**config.mk**
```make
export PLATFORM = sky130hd
export DESIGN_NAME = pale_fifo
export DESIGN_NICKNAME = d
export VERILOG_FILES = /design/src/rtl/pale_pkg.sv /design/src/rtl/pale_fifo.sv
export VERILOG_INCLUDE_DIRS = /design/src /design/src/rtl
export SDC_FILE = /design/constraint.sdc
export NUM_CORES = 1
export LEC_CHECK = 0
export BUFFER_PORTS_ARGS = -buffer_cell sky130_fd_sc_hd__buf_2
export CAP_MARGIN = 20
export CORE_MARGIN = 2
export CORE_UTILIZATION = 56
export CTS_CLUSTER_SIZE = 25
export DETAILED_ROUTE_END_ITERATION = 10
export HOLD_SLACK_MARGIN = 0.08
export PLACE_DENSITY = 0.84
export SLEW_MARGIN = 20
export SYNTH_ARGS = -nofsm -noshare
export SYNTH_HDL_FRONTEND = slang
export SYNTH_SLANG_ARGS = --single-unit
```
**constraint.sdc**
```tcl
create_clock -name clk_i -period 9 [get_ports clk_i]
set_input_delay 0.45 -clock clk_i [delete_from_list [all_inputs] [get_ports clk_i]]
set_output_delay 0.45 -clock clk_i [all_outputs]
set_load 0.05 [all_outputs]
```
**src/rtl/assert_macros.svh**
```systemverilog
// Assertion macros shared by the list engine RTL.
`ifndef ASSERT_MACROS_SVH
`define ASSERT_MACROS_SVH

// Check a property on every rising clock edge outside reset.
`define ASSERT_CLK(label, clk, rst_n, prop, msg) \
  label: assert property (@(posedge clk) disable iff (!rst_n) (prop)) else $error(msg);

// Check that a condition never holds outside reset.
`define ASSERT_NEVER(label, clk, rst_n, cond, msg) \
  `ASSERT_CLK(label, clk, rst_n, !(cond), msg)

`endif

```
**src/rtl/pale_pkg.sv**
```systemverilog
// Types, codes and defaults of the positional array list engine.
package pale_pkg;

  localparam int unsigned DEF_MAX_ENTRIES = 256;
  localparam int unsigned DEF_WORD_BITS   = 32;

  localparam int unsigned POS_W      = 9;
  localparam int unsigned VAL_W      = 32;
  localparam int unsigned COUNT_W    = 9;
  localparam int unsigned WORD_MAX_W = 64;
  localparam int unsigned CNT_MAX_W  = 17;

  typedef enum logic [2:0] {
    ACT_PUSH_END,
    ACT_POP_END,
    ACT_INSERT,
    ACT_ERASE,
    ACT_READ,
    ACT_WRITE,
    ACT_SEARCH,
    ACT_CLEAR
  } action_e;

  typedef enum logic [1:0] {
    ST_OK,
    ST_BAD_POS,
    ST_EMPTY,
    ST_FULL
  } status_e;

  typedef enum logic [2:0] {
    B_IDLE,
    B_EXEC,
    B_SHIFT,
    B_DRAIN,
    B_READ,
    B_FINAL
  } back_state_e;

  typedef struct packed {
    action_e            action;
    logic [POS_W-1:0]   position;
    logic [VAL_W-1:0]   value;
  } req_t;

  typedef struct packed {
    logic [VAL_W-1:0]   read_value;
    logic               found;
    status_e            status;
    logic [COUNT_W-1:0] count;
  } rsp_t;

  typedef struct packed {
    action_e               action;
    status_e               status;
    logic [POS_W-1:0]      position;
    logic [WORD_MAX_W-1:0] value;
    logic [CNT_MAX_W-1:0]  cnt_before;
    logic [COUNT_W-1:0]    count_after;
  } cmd_t;

endpackage

```
**src/rtl/pale_fifo.sv**
```systemverilog
// Two-entry command queue between the classifier and the executor.
`include "assert_macros.svh"

module pale_fifo (
  input  logic            clk_i,
  input  logic            rst_ni,
  input  logic            push_i,
  input  pale_pkg::cmd_t  cmd_i,
  output logic            full_o,
  input  logic            pop_i,
  output logic            empty_o,
  output pale_pkg::cmd_t  cmd_o
);

  import pale_pkg::*;

  cmd_t       slot_q [2];
  logic       wptr_q, wptr_d;
  logic       rptr_q, rptr_d;
  logic [1:0] fill_q, fill_d;

  assign full_o  = (fill_q == 2'd2);
  assign empty_o = (fill_q == 2'd0);
  assign cmd_o   = slot_q[rptr_q];

  always_comb begin
    wptr_d = push_i ? ~wptr_q : wptr_q;
    rptr_d = pop_i ? ~rptr_q : rptr_q;
    fill_d = fill_q + {1'b0, push_i} - {1'b0, pop_i};
  end

  always_ff @(posedge clk_i or negedge rst_ni) begin
    if (!rst_ni) begin
      wptr_q <= 1'b0;
      rptr_q <= 1'b0;
      fill_q <= 2'd0;
    end else begin
      wptr_q <= wptr_d;
      rptr_q <= rptr_d;
      fill_q <= fill_d;
    end
  end

  always_ff @(posedge clk_i) begin
    if (push_i) begin
      slot_q[wptr_q] <= cmd_i;
    end
  end

  `ASSERT_NEVER(a_no_overflow, clk_i, rst_ni, push_i && full_o && !pop_i, "push into full queue")
  `ASSERT_NEVER(a_no_underflow, clk_i, rst_ni, pop_i && empty_o, "pop from empty queue")

endmodule

```
# Word-level counts from Yosys, hierarchy flattened
# Memories as Yosys holds them, arrays and structs flattened.
# Cells that the tools add are included.
# word_totals
inputBits	108
output_inout_bits	106
register_bits	4
mem_bits_rw	208
mem_count	1
wordCells	12
# classes
reduce_logical	1
eq_ne	1
addsub	2
muxes	2
n_bitwise	2
# memory_table
name	words	width	read_ports	rd_ports_with_merged_regs	wr	line_no	rtl
slot_q	2	104	1	0	1	pale_fifo.sv:17	cmd_t slot_q [2];
# ops
cell	n
2-bit by 1-bit adder with 2-bit output	1
2-bit equality test (second input constant)	1
2-bit zero test	1
1-bit two-way mux	2
1-bit inverter	2
2-bit by 1-bit subtractor with 2-bit output	1

# Logic depth before layout (Yosys ltp)
# depth
word_depth	2
mapped_depth	5
mapped_depth_nobuf	5

# Worst setup path before layout
# Ideal clock, no wire load.
# synth_timing
path_type	reg-to-reg
from	register wptr_q
to	memory slot_q[0][0] (netlist name) (enable)
path_stages_with_launch	2
n_path_buf	0
setup_slack_ns	3.416
t_required_ns	8.420
period_less_slack_ns	5.584
arrival_ns	5.004
setup_ns	0.580
cell_sequence	dfrtp_1 > nor2b_1
# synth_lines
item	line_no	rtl
start, declared	pale_fifo.sv:18	logic wptr_q, wptr_d;
start signal, assigned	pale_fifo.sv:38	wptr_q <= wptr_d;
end, declared	pale_fifo.sv:17	
# No word-level cell before the write port.

==> impl_metrics.csv <==
group,metric,value,unit
synth,post_synth_num_cell_types,14,
sta,timing.final.hold_violations,0,
floorplan,die_area,15100,sq um
synth,synth_cells,339,
route,via_per_inst,5.17,
synth,synth-edff-count,208,
synth,synthesis.yosys.warnings,0,
power_and_ir_drop,power.ir.vdd_worst,0.262,mV
worst_setup_path,reg2reg_slack,6.84,ns
sta,post-route-period-util,0.377,
place,dp_hpwl,9150,um
clock_network,cts-root-buf,"sky130_fd_sc_hd__clkbuf_16",
final_layout,nFillCells,858,
worst_setup_path,reg_to_reg_startpoint,"wptr_q",
worst_setup_path,critical_path.reg2reg.endpoint,"slot_q[1][66]",
floorplan,fp-row-count,43,
worst_setup_path,critical_path.startpoint,"rptr_q",
worst_setup_path,worst-endpoint-arrival,2.94,ns
worst_setup_path,worstSetupStartpointType,"register",
synth,avgSynthCellArea,23.3,sq um
final_layout,layout.cells.non_filler,762,
sta,worstMarginPinSlew,1.05,ns
synth,dominantRegCellSynth,"sky130_fd_sc_hd__edfxtp_1",
floorplan,fp.dieW,123,um
route,drcViolationCount,0,
synth,synthDominantCellAreaShare,0.790,
floorplan,die_height,123,um
sta,period_needed,3.39,ns
clock_network,number_of_buffers_between_clock_root_and_the_deepest_sink,3,
worst_setup_path,rr_worst_depth,2,
global_routing,grt_remaining_overflow,0,
route,route.vias.total,3937,
worst_setup_path,crit_path_end,"cmd_o[34]",
synth,synthTopCellsByArea,"sky130_fd_sc_hd__edfxtp_1, sky130_fd_sc_hd__mux2_4, sky130_fd_sc_hd__mux2_2, sky130_fd_sc_hd__dfrtp_1, sky130_fd_sc_hd__buf_6",
worst_setup_path,cp_data_required_time,8.55,ns
clock_network,post-cts-setup-buffers,0,
worst_setup_path,crit_fanout,71,
sta,maxSlewHeadroom,0.303,
global_routing,grt_max_degree,72,
place,io_buffer_count,213,
power_and_ir_drop,pd_cells,383,nW/um^2
sta,max_fclk,0.295,GHz
route,totalWireLength,14000,um
synth,synth-async-reset-ratio,0.0189,
power_and_ir_drop,p_leak,3.89,nW
flow_run,drv.max_cap_violation_count,0,
power_and_ir_drop,power,0.00377,W
run_status,status,"finished clean",
floorplan,core,13800,sq um
final_layout,areaGrowthSynthToFinish,24.6,%
sta,final-setup-viol-count,0,
synth,synth.net_count,449,
global_routing,gr-usage-all-layers,0.177,
sta,report.final.slew_viol_count,0,
synth,mappedNetlistArea,7910,sq um
clock_network,insertion_delay,0.48,ns
global_routing,initial_antenna_violation_count,0,
global_routing,global_route_wire_length_before_repair,20300,um
route,number_of_drc_markers_in_iteration_0,199,
global_routing,first_global_vias,4154,
final_layout,num-nets-final,678,
clock_network,worst_setup_hold_path_clk_slew,0.06,ns
clock_network,clock_sink_count,212,
synth,synth.yosys.seq_area_share,0.802,
synth,postSynthRegisterBits,212,
route,dr.pass1.iters,4,
sta,finalHoldWorstSlack,0.161,ns
route,number_of_nets_still_failing_antenna_checks_after_routing,0,
final_layout,final_layout_size_suffix_gt1_frac,0.610,
final_layout,antenna_cells_inserted,0,
synth,post-synth-top-area-cell,"sky130_fd_sc_hd__edfxtp_1",
clock_network,number_of_h_tree_levels,1,
place,dp.cells,724,
floorplan,floorplan.initialDensity,0.572,
sta,fin_skew,0.00783,ns
sta,unrepaired_setup_endpoints_after_global_routing,"false",
synth,synth_common_cells,"sky130_fd_sc_hd__edfxtp_1, sky130_fd_sc_hd__mux2_2, sky130_fd_sc_hd__mux2_4",
place,place.gp.congestion,0.740,
route,avgRoutedWirePerCell,18.4,um
min_path,min-delay-path-class,"primary input to register",
synth,post-synth-top-count-cell,"sky130_fd_sc_hd__edfxtp_1",
sta,setup-tns-final,0,ns
final_layout,layout.core_utilization,0.712,
floorplan,floorplan.io_pins,214,
clock_network,tritoncts,"yes",
worst_setup_path,end_kind,"output port",
worst_setup_path,criticalPathCategory,"register to output port",
clock_network,cts_buffers,21,
critical path, cell delays in order, from the launching register on:
cell,delay (ns)
sky130_fd_sc_hd__dfrtp_4,0.81
sky130_fd_sc_hd__buf_4,0.90
sky130_fd_sc_hd__mux2_2,0.45
sky130_fd_sc_hd__buf_2,0.22
flip-flops by register name, summed over array words and instances, names as in the netlist:
| register | count |
|---|---|
| fill_q | 2 |
| rptr_q | 1 |
| wptr_q | 1 |
| slot_q | 208 |
placed cells by master, fill, tap and decap left out:
master	netlist	final
sky130_fd_sc_hd__clkbuf_16	0	21
sky130_fd_sc_hd__inv_1	2	2
sky130_fd_sc_hd__dfrtp_4	0	1
sky130_fd_sc_hd__clkbuf_1	0	2
sky130_fd_sc_hd__xor3_1	1	1
sky130_fd_sc_hd__xor2_1	2	2
sky130_fd_sc_hd__edfxtp_1	208	208
sky130_fd_sc_hd__nor2_1	1	1
sky130_fd_sc_hd__dlygate4sd3_1	0	1
sky130_fd_sc_hd__clkinv_1	0	4
sky130_fd_sc_hd__clkinv_4	0	1
sky130_fd_sc_hd__buf_2	5	213
sky130_fd_sc_hd__bufinv_16	0	4
sky130_fd_sc_hd__dfrtp_1	4	3
sky130_fd_sc_hd__ha_1	2	2
sky130_fd_sc_hd__and2_4	0	1
sky130_fd_sc_hd__mux2_4	50	50
sky130_fd_sc_hd__mux2_2	54	54
sky130_fd_sc_hd__clkinvlp_4	0	1
sky130_fd_sc_hd__nor2b_4	0	1
sky130_fd_sc_hd__clkinv_2	0	4
sky130_fd_sc_hd__nor2b_1	2	1
sky130_fd_sc_hd__buf_4	0	4
final cells by class:
type | instances | area [sq um] | share of cell area
Inverter | 2 | 7.51 | 0.000762
Sequential cell | 212 | 6350 | 0.645
Timing Repair Buffer | 218 | 1110 | 0.112
Clock inverter | 14 | 171 | 0.0174
Tap cell | 180 | 225 | 0.0229
Clock buffer | 23 | 533 | 0.0541
Multi-Input combinational cell | 113 | 1460 | 0.148
what timing repair did:
action                                  in CTS  in global routing
endpoints found under the hold margin        4                  0
resized for setup                            0                  0
endpoints found under the setup margin       0                  0
hold buffers                                 1                  0
metrics by stage:
step | area [sq um] | setup slack (ns)
after floorplan | 7910 | 3.42
after global routing | 9850 | 5.46
after CTS | 9850 | 5.56
final | 9850 | 5.61
after detailed placement | 9140 | 6.09
after global placement | 9140 | 6.15
power by group:
| group | switching [W] | internal (W) |
|---|---|---|
| combinational | 0.00104 | 0.000447 |
| sequential | 0.0000905 | 0.00131 |
| clock | 0.000337 | 0.000542 |
| total | 0.00147 | 0.00230 |
worst min-delay path by stage:
stage / to / cells past startpoint / from / slack, ns
global placement: wptr_q / 1 / rst_ni / 0.27
finish: slot_q[0][102] / 1 / cmd_i[102] / 0.16
detailed placement: wptr_q / 1 / rst_ni / 0.27
global route: slot_q[0][37] / 1 / cmd_i[37] / 0.14
CTS: slot_q[0][47] / 1 / cmd_i[47] / 0.14
floorplan: fill_q[0] / 0 / rst_ni / 0.15
kinds of logic (layout without fill, tap and decap cells):
kind of cell               count (synthesis)  count (layout)  share of synthesized area
DFF                                      212             212                      0.802
adders and majority gates                  2               2                    0.00316
buffers and inverters                     14             257                     0.0146
xor gates and xnor gates                   3               3                    0.00522
and+or+nand+nor                            4               4                    0.00285
muxes                                    104             104                      0.172
layer usage:
| layer | vias up | share of wire | global-route usage |
|---|---|---|---|
| li1 | 1803 | - | - |
| met1 | 1928 | 0.39 | 0.204 |
| met2 | 184 | 0.50 | 0.313 |
| met3 | 22 | 0.099 | 0.0595 |
| met4 | 0 | 0.018 | 0.0546 |
| met5 | - | 0 | 0 |
Note: power is estimated with default switching activity, not from simulation.
