**src/rtl/assert_macros.svh**
```systemverilog
// Assertion macros shared by the list engine RTL.
`ifndef ASSERT_MACROS_SVH
`define ASSERT_MACROS_SVH

// Check a property on every rising clock edge outside reset.
`define ASSERT_CLK(label, clk, rst_n, prop, msg) \
  label: assert property (@(posedge clk) disable iff (!rst_n) (prop)) else $error(msg);

// Check that a condition never holds outside reset.
`define ASSERT_NEVER(label, clk, rst_n, cond, msg) \
  `ASSERT_CLK(label, clk, rst_n, !(cond), msg)

`endif

```
**src/rtl/pale_pkg.sv**
```systemverilog
// Types, codes and defaults of the positional array list engine.
package pale_pkg;

  localparam int unsigned DEF_MAX_ENTRIES = 256;
  localparam int unsigned DEF_WORD_BITS   = 32;

  localparam int unsigned POS_W      = 9;
  localparam int unsigned VAL_W      = 32;
  localparam int unsigned COUNT_W    = 9;
  localparam int unsigned WORD_MAX_W = 64;
  localparam int unsigned CNT_MAX_W  = 17;

  typedef enum logic [2:0] {
    ACT_PUSH_END,
    ACT_POP_END,
    ACT_INSERT,
    ACT_ERASE,
    ACT_READ,
    ACT_WRITE,
    ACT_SEARCH,
    ACT_CLEAR
  } action_e;

  typedef enum logic [1:0] {
    ST_OK,
    ST_BAD_POS,
    ST_EMPTY,
    ST_FULL
  } status_e;

  typedef enum logic [2:0] {
    B_IDLE,
    B_EXEC,
    B_SHIFT,
    B_DRAIN,
    B_READ,
    B_FINAL
  } back_state_e;

  typedef struct packed {
    action_e            action;
    logic [POS_W-1:0]   position;
    logic [VAL_W-1:0]   value;
  } req_t;

  typedef struct packed {
    logic [VAL_W-1:0]   read_value;
    logic               found;
    status_e            status;
    logic [COUNT_W-1:0] count;
  } rsp_t;

  typedef struct packed {
    action_e               action;
    status_e               status;
    logic [POS_W-1:0]      position;
    logic [WORD_MAX_W-1:0] value;
    logic [CNT_MAX_W-1:0]  cnt_before;
    logic [COUNT_W-1:0]    count_after;
  } cmd_t;

endpackage

```
**src/rtl/pale_front.sv**
```systemverilog
// Request classifier: checks each request against the count and tracks the count.
`include "assert_macros.svh"

module pale_front #(
  parameter int unsigned MAX_ENTRIES = pale_pkg::DEF_MAX_ENTRIES
) (
  input  logic            clk_i,
  input  logic            rst_ni,
  input  logic            accept_i,
  input  pale_pkg::req_t  req_i,
  output pale_pkg::cmd_t  cmd_o
);

  import pale_pkg::*;

  localparam int unsigned CNT_W = $clog2(MAX_ENTRIES + 1);
  localparam int unsigned CMPW  = (CNT_W > POS_W) ? CNT_W : POS_W;

  logic [CNT_W-1:0] cnt_q, cnt_d, cnt_new;
  logic [CMPW-1:0]  pos_c, cnt_c;
  logic             full, empty;
  status_e          status;

  assign pos_c = CMPW'(req_i.position);
  assign cnt_c = CMPW'(cnt_q);
  assign full  = (cnt_q == CNT_W'(MAX_ENTRIES));
  assign empty = (cnt_q == '0);

  always_comb begin
    status  = ST_OK;
    cnt_new = cnt_q;
    unique case (req_i.action) inside
      ACT_PUSH_END: begin
        if (full) begin
          status = ST_FULL;
        end else begin
          cnt_new = cnt_q + 1'b1;
        end
      end
      ACT_POP_END: begin
        if (empty) begin
          status = ST_EMPTY;
        end else begin
          cnt_new = cnt_q - 1'b1;
        end
      end
      ACT_INSERT: begin
        if (pos_c > cnt_c) begin
          status = ST_BAD_POS;
        end else if (full) begin
          status = ST_FULL;
        end else begin
          cnt_new = cnt_q + 1'b1;
        end
      end
      ACT_ERASE: begin
        if (pos_c >= cnt_c) begin
          status = ST_BAD_POS;
        end else begin
          cnt_new = cnt_q - 1'b1;
        end
      end
      ACT_READ, ACT_WRITE: begin
        if (pos_c >= cnt_c) begin
          status = ST_BAD_POS;
        end
      end
      ACT_SEARCH: begin
        status = ST_OK;
      end
      ACT_CLEAR: begin
        cnt_new = '0;
      end
    endcase
  end

  assign cnt_d = accept_i ? cnt_new : cnt_q;

  always_ff @(posedge clk_i or negedge rst_ni) begin
    if (!rst_ni) begin
      cnt_q <= '0;
    end else begin
      cnt_q <= cnt_d;
    end
  end

  always_comb begin
    cmd_o.action      = req_i.action;
    cmd_o.status      = status;
    cmd_o.position    = req_i.position;
    cmd_o.value       = WORD_MAX_W'(req_i.value);
    cmd_o.cnt_before  = CNT_MAX_W'(cnt_q);
    cmd_o.count_after = COUNT_W'(cnt_new);
  end

  `ASSERT_NEVER(a_cnt_bound, clk_i, rst_ni, cnt_q > CNT_W'(MAX_ENTRIES), "count above capacity")

endmodule

```
**config.mk**
```make
export PLATFORM = sky130hd
export DESIGN_NAME = pale_front
export DESIGN_NICKNAME = d
export VERILOG_FILES = /design/src/rtl/pale_pkg.sv /design/src/rtl/pale_front.sv
export VERILOG_INCLUDE_DIRS = /design/src /design/src/rtl
export SDC_FILE = /design/constraint.sdc
export NUM_CORES = 1
export LEC_CHECK = 0
export ABC_AREA = 0
export BUFFER_PORTS_ARGS = -buffer_cell sky130_fd_sc_hd__buf_4
export CAP_MARGIN = 10
export CORE_ASPECT_RATIO = 0.6
export CORE_MARGIN = 3
export CORE_UTILIZATION = 49
export CTS_CLUSTER_SIZE = 8
export DETAILED_ROUTE_END_ITERATION = 7
export GPL_TIMING_DRIVEN = 0
export PLACE_DENSITY = 0.88
export RECOVER_POWER = 100
export SLEW_MARGIN = 20
export SYNTH_ARGS = -nofsm -noshare
export SYNTH_HDL_FRONTEND = slang
export SYNTH_SLANG_ARGS = --single-unit
export TNS_END_PERCENT = 1
```
**constraint.sdc**
```tcl
create_clock -name clk_i -period 5.75 [get_ports clk_i]
set_clock_uncertainty 0.15 [all_clocks]
set_input_delay 1.15 -clock clk_i [delete_from_list [all_inputs] [get_ports clk_i]]
set_output_delay 1.15 -clock clk_i [all_outputs]
set_load 0.005 [all_outputs]
```
Word-level counts from Yosys, hierarchy flattened. Index checks and enable logic that the tools add are counted.

Output and inout port bits: 104. Logic and storage cells: 25. Bits in registers: 9.

Reductions and logical operators: 3. Equal/unequal tests: 7. Muxes and demuxes: 10. $add $sub $neg: 2. Magnitude comparators: 2.

Operators with widths (count): 9-bit one-hot mux with 5 select lines (1); 9-bit 2-to-1 mux (4); 9-bit by 1-bit adder with 9-bit output (second input constant) (1); 3-bit == test (second input constant) (3); 9-bit == test (second input constant) (1); 9-bit greater-or-equal comparator (1); 9-bit greater-than comparator (1); 9-bit zero test (1); 9-bit by 1-bit subtractor with 9-bit output (second input constant) (1); 2-bit one-hot mux with 4 select lines (1); 3-bit by 2-bit == test with 1-bit output (second input constant) (2); 2-bit 2-to-1 mux (3); 3-bit by 1-bit == test with 1-bit output (second input constant) (1); 3-bit zero test (1); 3-bit OR reduction (1); 1-bit 2-to-1 mux (1).

Logic depth before layout (Yosys ltp).
Depth in word-level cells: 4. Depth in mapped cells: 10. Mapped depth without buffers: 8.

Worst setup path after synthesis. Ideal clock, no wire load.

Path kind: input port to output port. Start point: input port req_i[39] (netlist bit). End point: output port cmd_o[1] (netlist bit). Data arrival time: 2.777 ns. Path slack: 1.673 ns. Data required time: 4.450 ns. Buffers on the path: 0. Stages: 7. Cells stage by stage: ha_1 nand4_2 o221ai_2 a21o_1 mux2_2 o221ai_2 a21boi_1.

RTL lines: start, declared (line pale_front.sv:10) `input pale_pkg::req_t req_i,`; end, declared (line pale_front.sv:11) `output pale_pkg::cmd_t cmd_o`.

==> impl_metrics.ini <==
[sta]
final-max-slew-violation-count = 0
timing.fmax_mhz = 190.8
setup_viol = 0
tightestPinTransition_ns = 0.9388
timing.final.crit_period_ns = 5.240
report.final.hold_viol_count = 0
layout_worst_path_cycle_share_pct = 91.13
slew-limit-headroom_pct = 37.41
grt_setup_unrepaired = false
fin_tns_setup_ns = 0

[clock_tree]
clkTransAtPathRegs_ns = 0.05
cts_max_level = 1
post_cts.repair.setup_buffers = 0
cts_made_buffers = 3
clk-insertion-delay-late_ns = 0.24
cts_tree = built
cts_repair_resize_count = 0
cts.path.max_buffers = 2
clock-sinks = 9
hold_buffers = 0
clk_root_buffer_cell = clkbuf_8

[worst_hold_path]
hold-path-cell-count = 3
timing.hold.worst.class = register to register
worst_hold_startpoint = cnt_c[3]$_DFFE_PN0P_

[place]
number_of_i_o_port_buffers = 76
globalplace.congestion = 1.040
dpl-instance-area_mm2 = 0.003342
dpl.hpwl_um = 7461

[cells_and_area]
drive_above_1_share_pct = 40.30
area_growth_syn_to_layout_pct = 31.01
largest_register_ffs = 9
design_area_mm2 = 0.003336
finalNetCount = 523
antenna_cells_inserted = 0

[floorplanning]
initial_core_util_pct = 53.29
die_w_um = 99.06
die_area_mm2 = 0.006125
core-area_mm2 = 0.004778
die_y_um = 61.84
ioPinCount = 151
placement_rows = 19

[detailed_routing]
dr.pass1.iters = 5
postRouteAntennaNets = 0
first_iter_violations = 245
drt_drc_violations_left = 0
vias = 2954
viasPerCell = 5.605
avgRoutedWirePerCell_um = 16.80
detail_route.wirelength_um = 8856

[power_and_ir_drop]
cellPowerDensity_mw_per_mm2 = 275.1
static-leakage-power_nw = 1.650
vdd.ir_drop.worst_v = 0.0001833

[logic_synthesis]
ys_seq_area_share_pct = 8.845
synth_edf_count = 0
syn-cell-area_mm2 = 0.002546
synth_simple_gate_area_share_pct = 24.91
yosys-top-cells-count = 86 x buf_4, 21 x nand2_1, 21 x nor2_1, 15 x a21oi_1
synthDistinctLibCells = 75
postSynth.asyncResetShare_pct = 100.0
post_synth_xor_area_fraction_pct = 1.032
postSynthRegisterBits = 9
netlist.top_cell.by_area = buf_4
synth_flop_cell = dfrtp_1
combinational_family_with_the_most_area_after_synthesis = buffers and inverters
synth.top_cells.by_area = buf_4 25%, dfrtp_1 8.8%, ha_1 5.4%
fraction_of_synthesized_area_in_multiplexers_pct = 0.8354
synth_adder_area_share_pct = 5.405
synth.avg_cell_area_um2 = 7.380
synth_most_common_cell = buf_4
synth_warnings = 0
compound_gate_fraction_of_synth_area_pct = 28.85
gate_count_post_synth = 345
yosys.area.top_type_share_pct = 25.36

[grt]
grt_use_total_pct = 27.37
global_route.usage.met1_pct = 41.70
largest_net_degree_at_the_start_of_global_routing = 11
global_route.overflow_total = 0
global_route.usage.met3_pct = 7.246
grt_use_met2_pct = 39.50
grt_pass1_vias = 2484
antenna_found_initial = 0
grt_pass1_wl_um = 13170
peak_usage_layer_in_the_global_routing_report = met1

[worst_setup_path]
crit_end = cmd_o[7]
reg2reg_setup_slack_ns = 1.97
setup.worst_path.start_class = register
timing.rr.end = cnt_c[2]$_DFFE_PN0P_
critPathMaxFanout = 10
crit_path_start = cnt_c[6]$_DFFE_PN0P_
setup.worst_path.end_class = output port
critical_path_class = register to output port
data_arrival_critical_path_ns = 3.94
critical_path_required_ns = 4.45
reg2reg_from = cnt_c[6]$_DFFE_PN0P_
reg2reg_depth = 9

[run]
cap_viol_max_count = 0

[status]
run_status = finished clean
==> logic make-up (layout without fill, tap and decap cells) <==
| kind of cell | count (synthesis) | after routing |
|---|---|---|
| buf+inv | 114 | 194 |
| simple gates | 109 | 109 |
| compound gates | 96 | 96 |
| fa+ha+maj | 11 | 11 |
| flops | 9 | 9 |
| xor+xnor | 3 | 3 |
| mux | 2 | 2 |
| other cells | 1 | 40 |
==> how the worst min path moves through the flow <==
stage,end,slack [ns]
final,cnt_c[3]$_DFFE_PN0P_,0.64
after global routing,cnt_c[3]$_DFFE_PN0P_,0.70
after CTS,cnt_c[0]$_DFFE_PN0P_,0.59
after detailed placement,cnt_c[3]$_DFFE_PN0P_,0.63
after global placement,cnt_c[3]$_DFFE_PN0P_,0.61
after floorplan,cnt_c[1]$_DFFE_PN0P_,0.56
==> worst max-delay path, stage by stage (launching register included) <==
cell	delay (ns)
dfrtp_1	0.49
clkbuf_1	0.37
inv_1	0.16
ha_1	0.36
a21oi_1	0.30
o221ai_1	0.28
a21oi_1	0.79
a31oi_1	0.26
a2bb2oi_1	0.22
a211oi_2	0.31
buf_4	0.16
==> metrics by stage <==
step	std cells	utilization (%)	worst slack (ns)	hold slack [ns]	power, W
2_1_floorplan	384	-	1.673	0.5589	0.0006009
4_1_cts	527	70.88	1.049	0.5889	0.0009157
5_1_grt	527	69.81	0.4190	0.6977	0.0009837
3_5_place_dp	523	69.94	1.057	0.6332	0.0008350
6_report	527	69.81	0.5102	0.6440	0.0009177
3_3_place_gp	523	69.94	1.118	0.6058	0.0008253
==> metal layers <==
| layer | part of all wire [%] | vias to the layer above |
|---|---|---|
| met3 | 15 | 6 |
| met4 | 0.35 | 0 |
| li1 | - | 1403 |
| met5 | 0 | - |
| met2 | 41 | 230 |
| met1 | 43 | 1315 |
==> layout by cell type (no fill, tap or decap), types with 4 or more instances in the layout <==
cell type,synthesis,final
nand4_1,3,4
dfrtp_1,9,9
ha_1,11,11
a21o_1,4,4
nor4_1,5,6
nand3_1,10,10
o21ai_1,4,4
or3_1,4,4
nand2b_1,4,4
inv_1,10,10
buf_4,86,103
nand2_1,21,21
o21ai_0,8,9
a21oi_1,15,16
conb_1,1,40
o211ai_1,7,7
a211oi_1,8,8
nor2_1,21,22
a31oi_1,6,6
nor3_1,11,11
clkbuf_4,0,53
buf_2,10,10
clkbuf_1,6,13
a2bb2oi_1,4,4
==> final cells by class <==
cell class	instances	area, µm²
Buffer	102	718.2
Sequential cell	9	225.2
Fill cell	420	1443
Inverter	12	45.04
Tap cell	63	78.83
Multi-Input combinational cell	261	1675
Clock buffer	4	45.04
Timing Repair Buffer	76	548.0
==> where the power goes <==
group	switching (W)	internal, W	total [W]
registers	0.0000327	0.0000848	0.000117
logic	0.000412	0.000310	0.000723
clock network	0.0000290	0.0000487	0.0000777
Note: power is estimated with default switching activity, not from simulation.
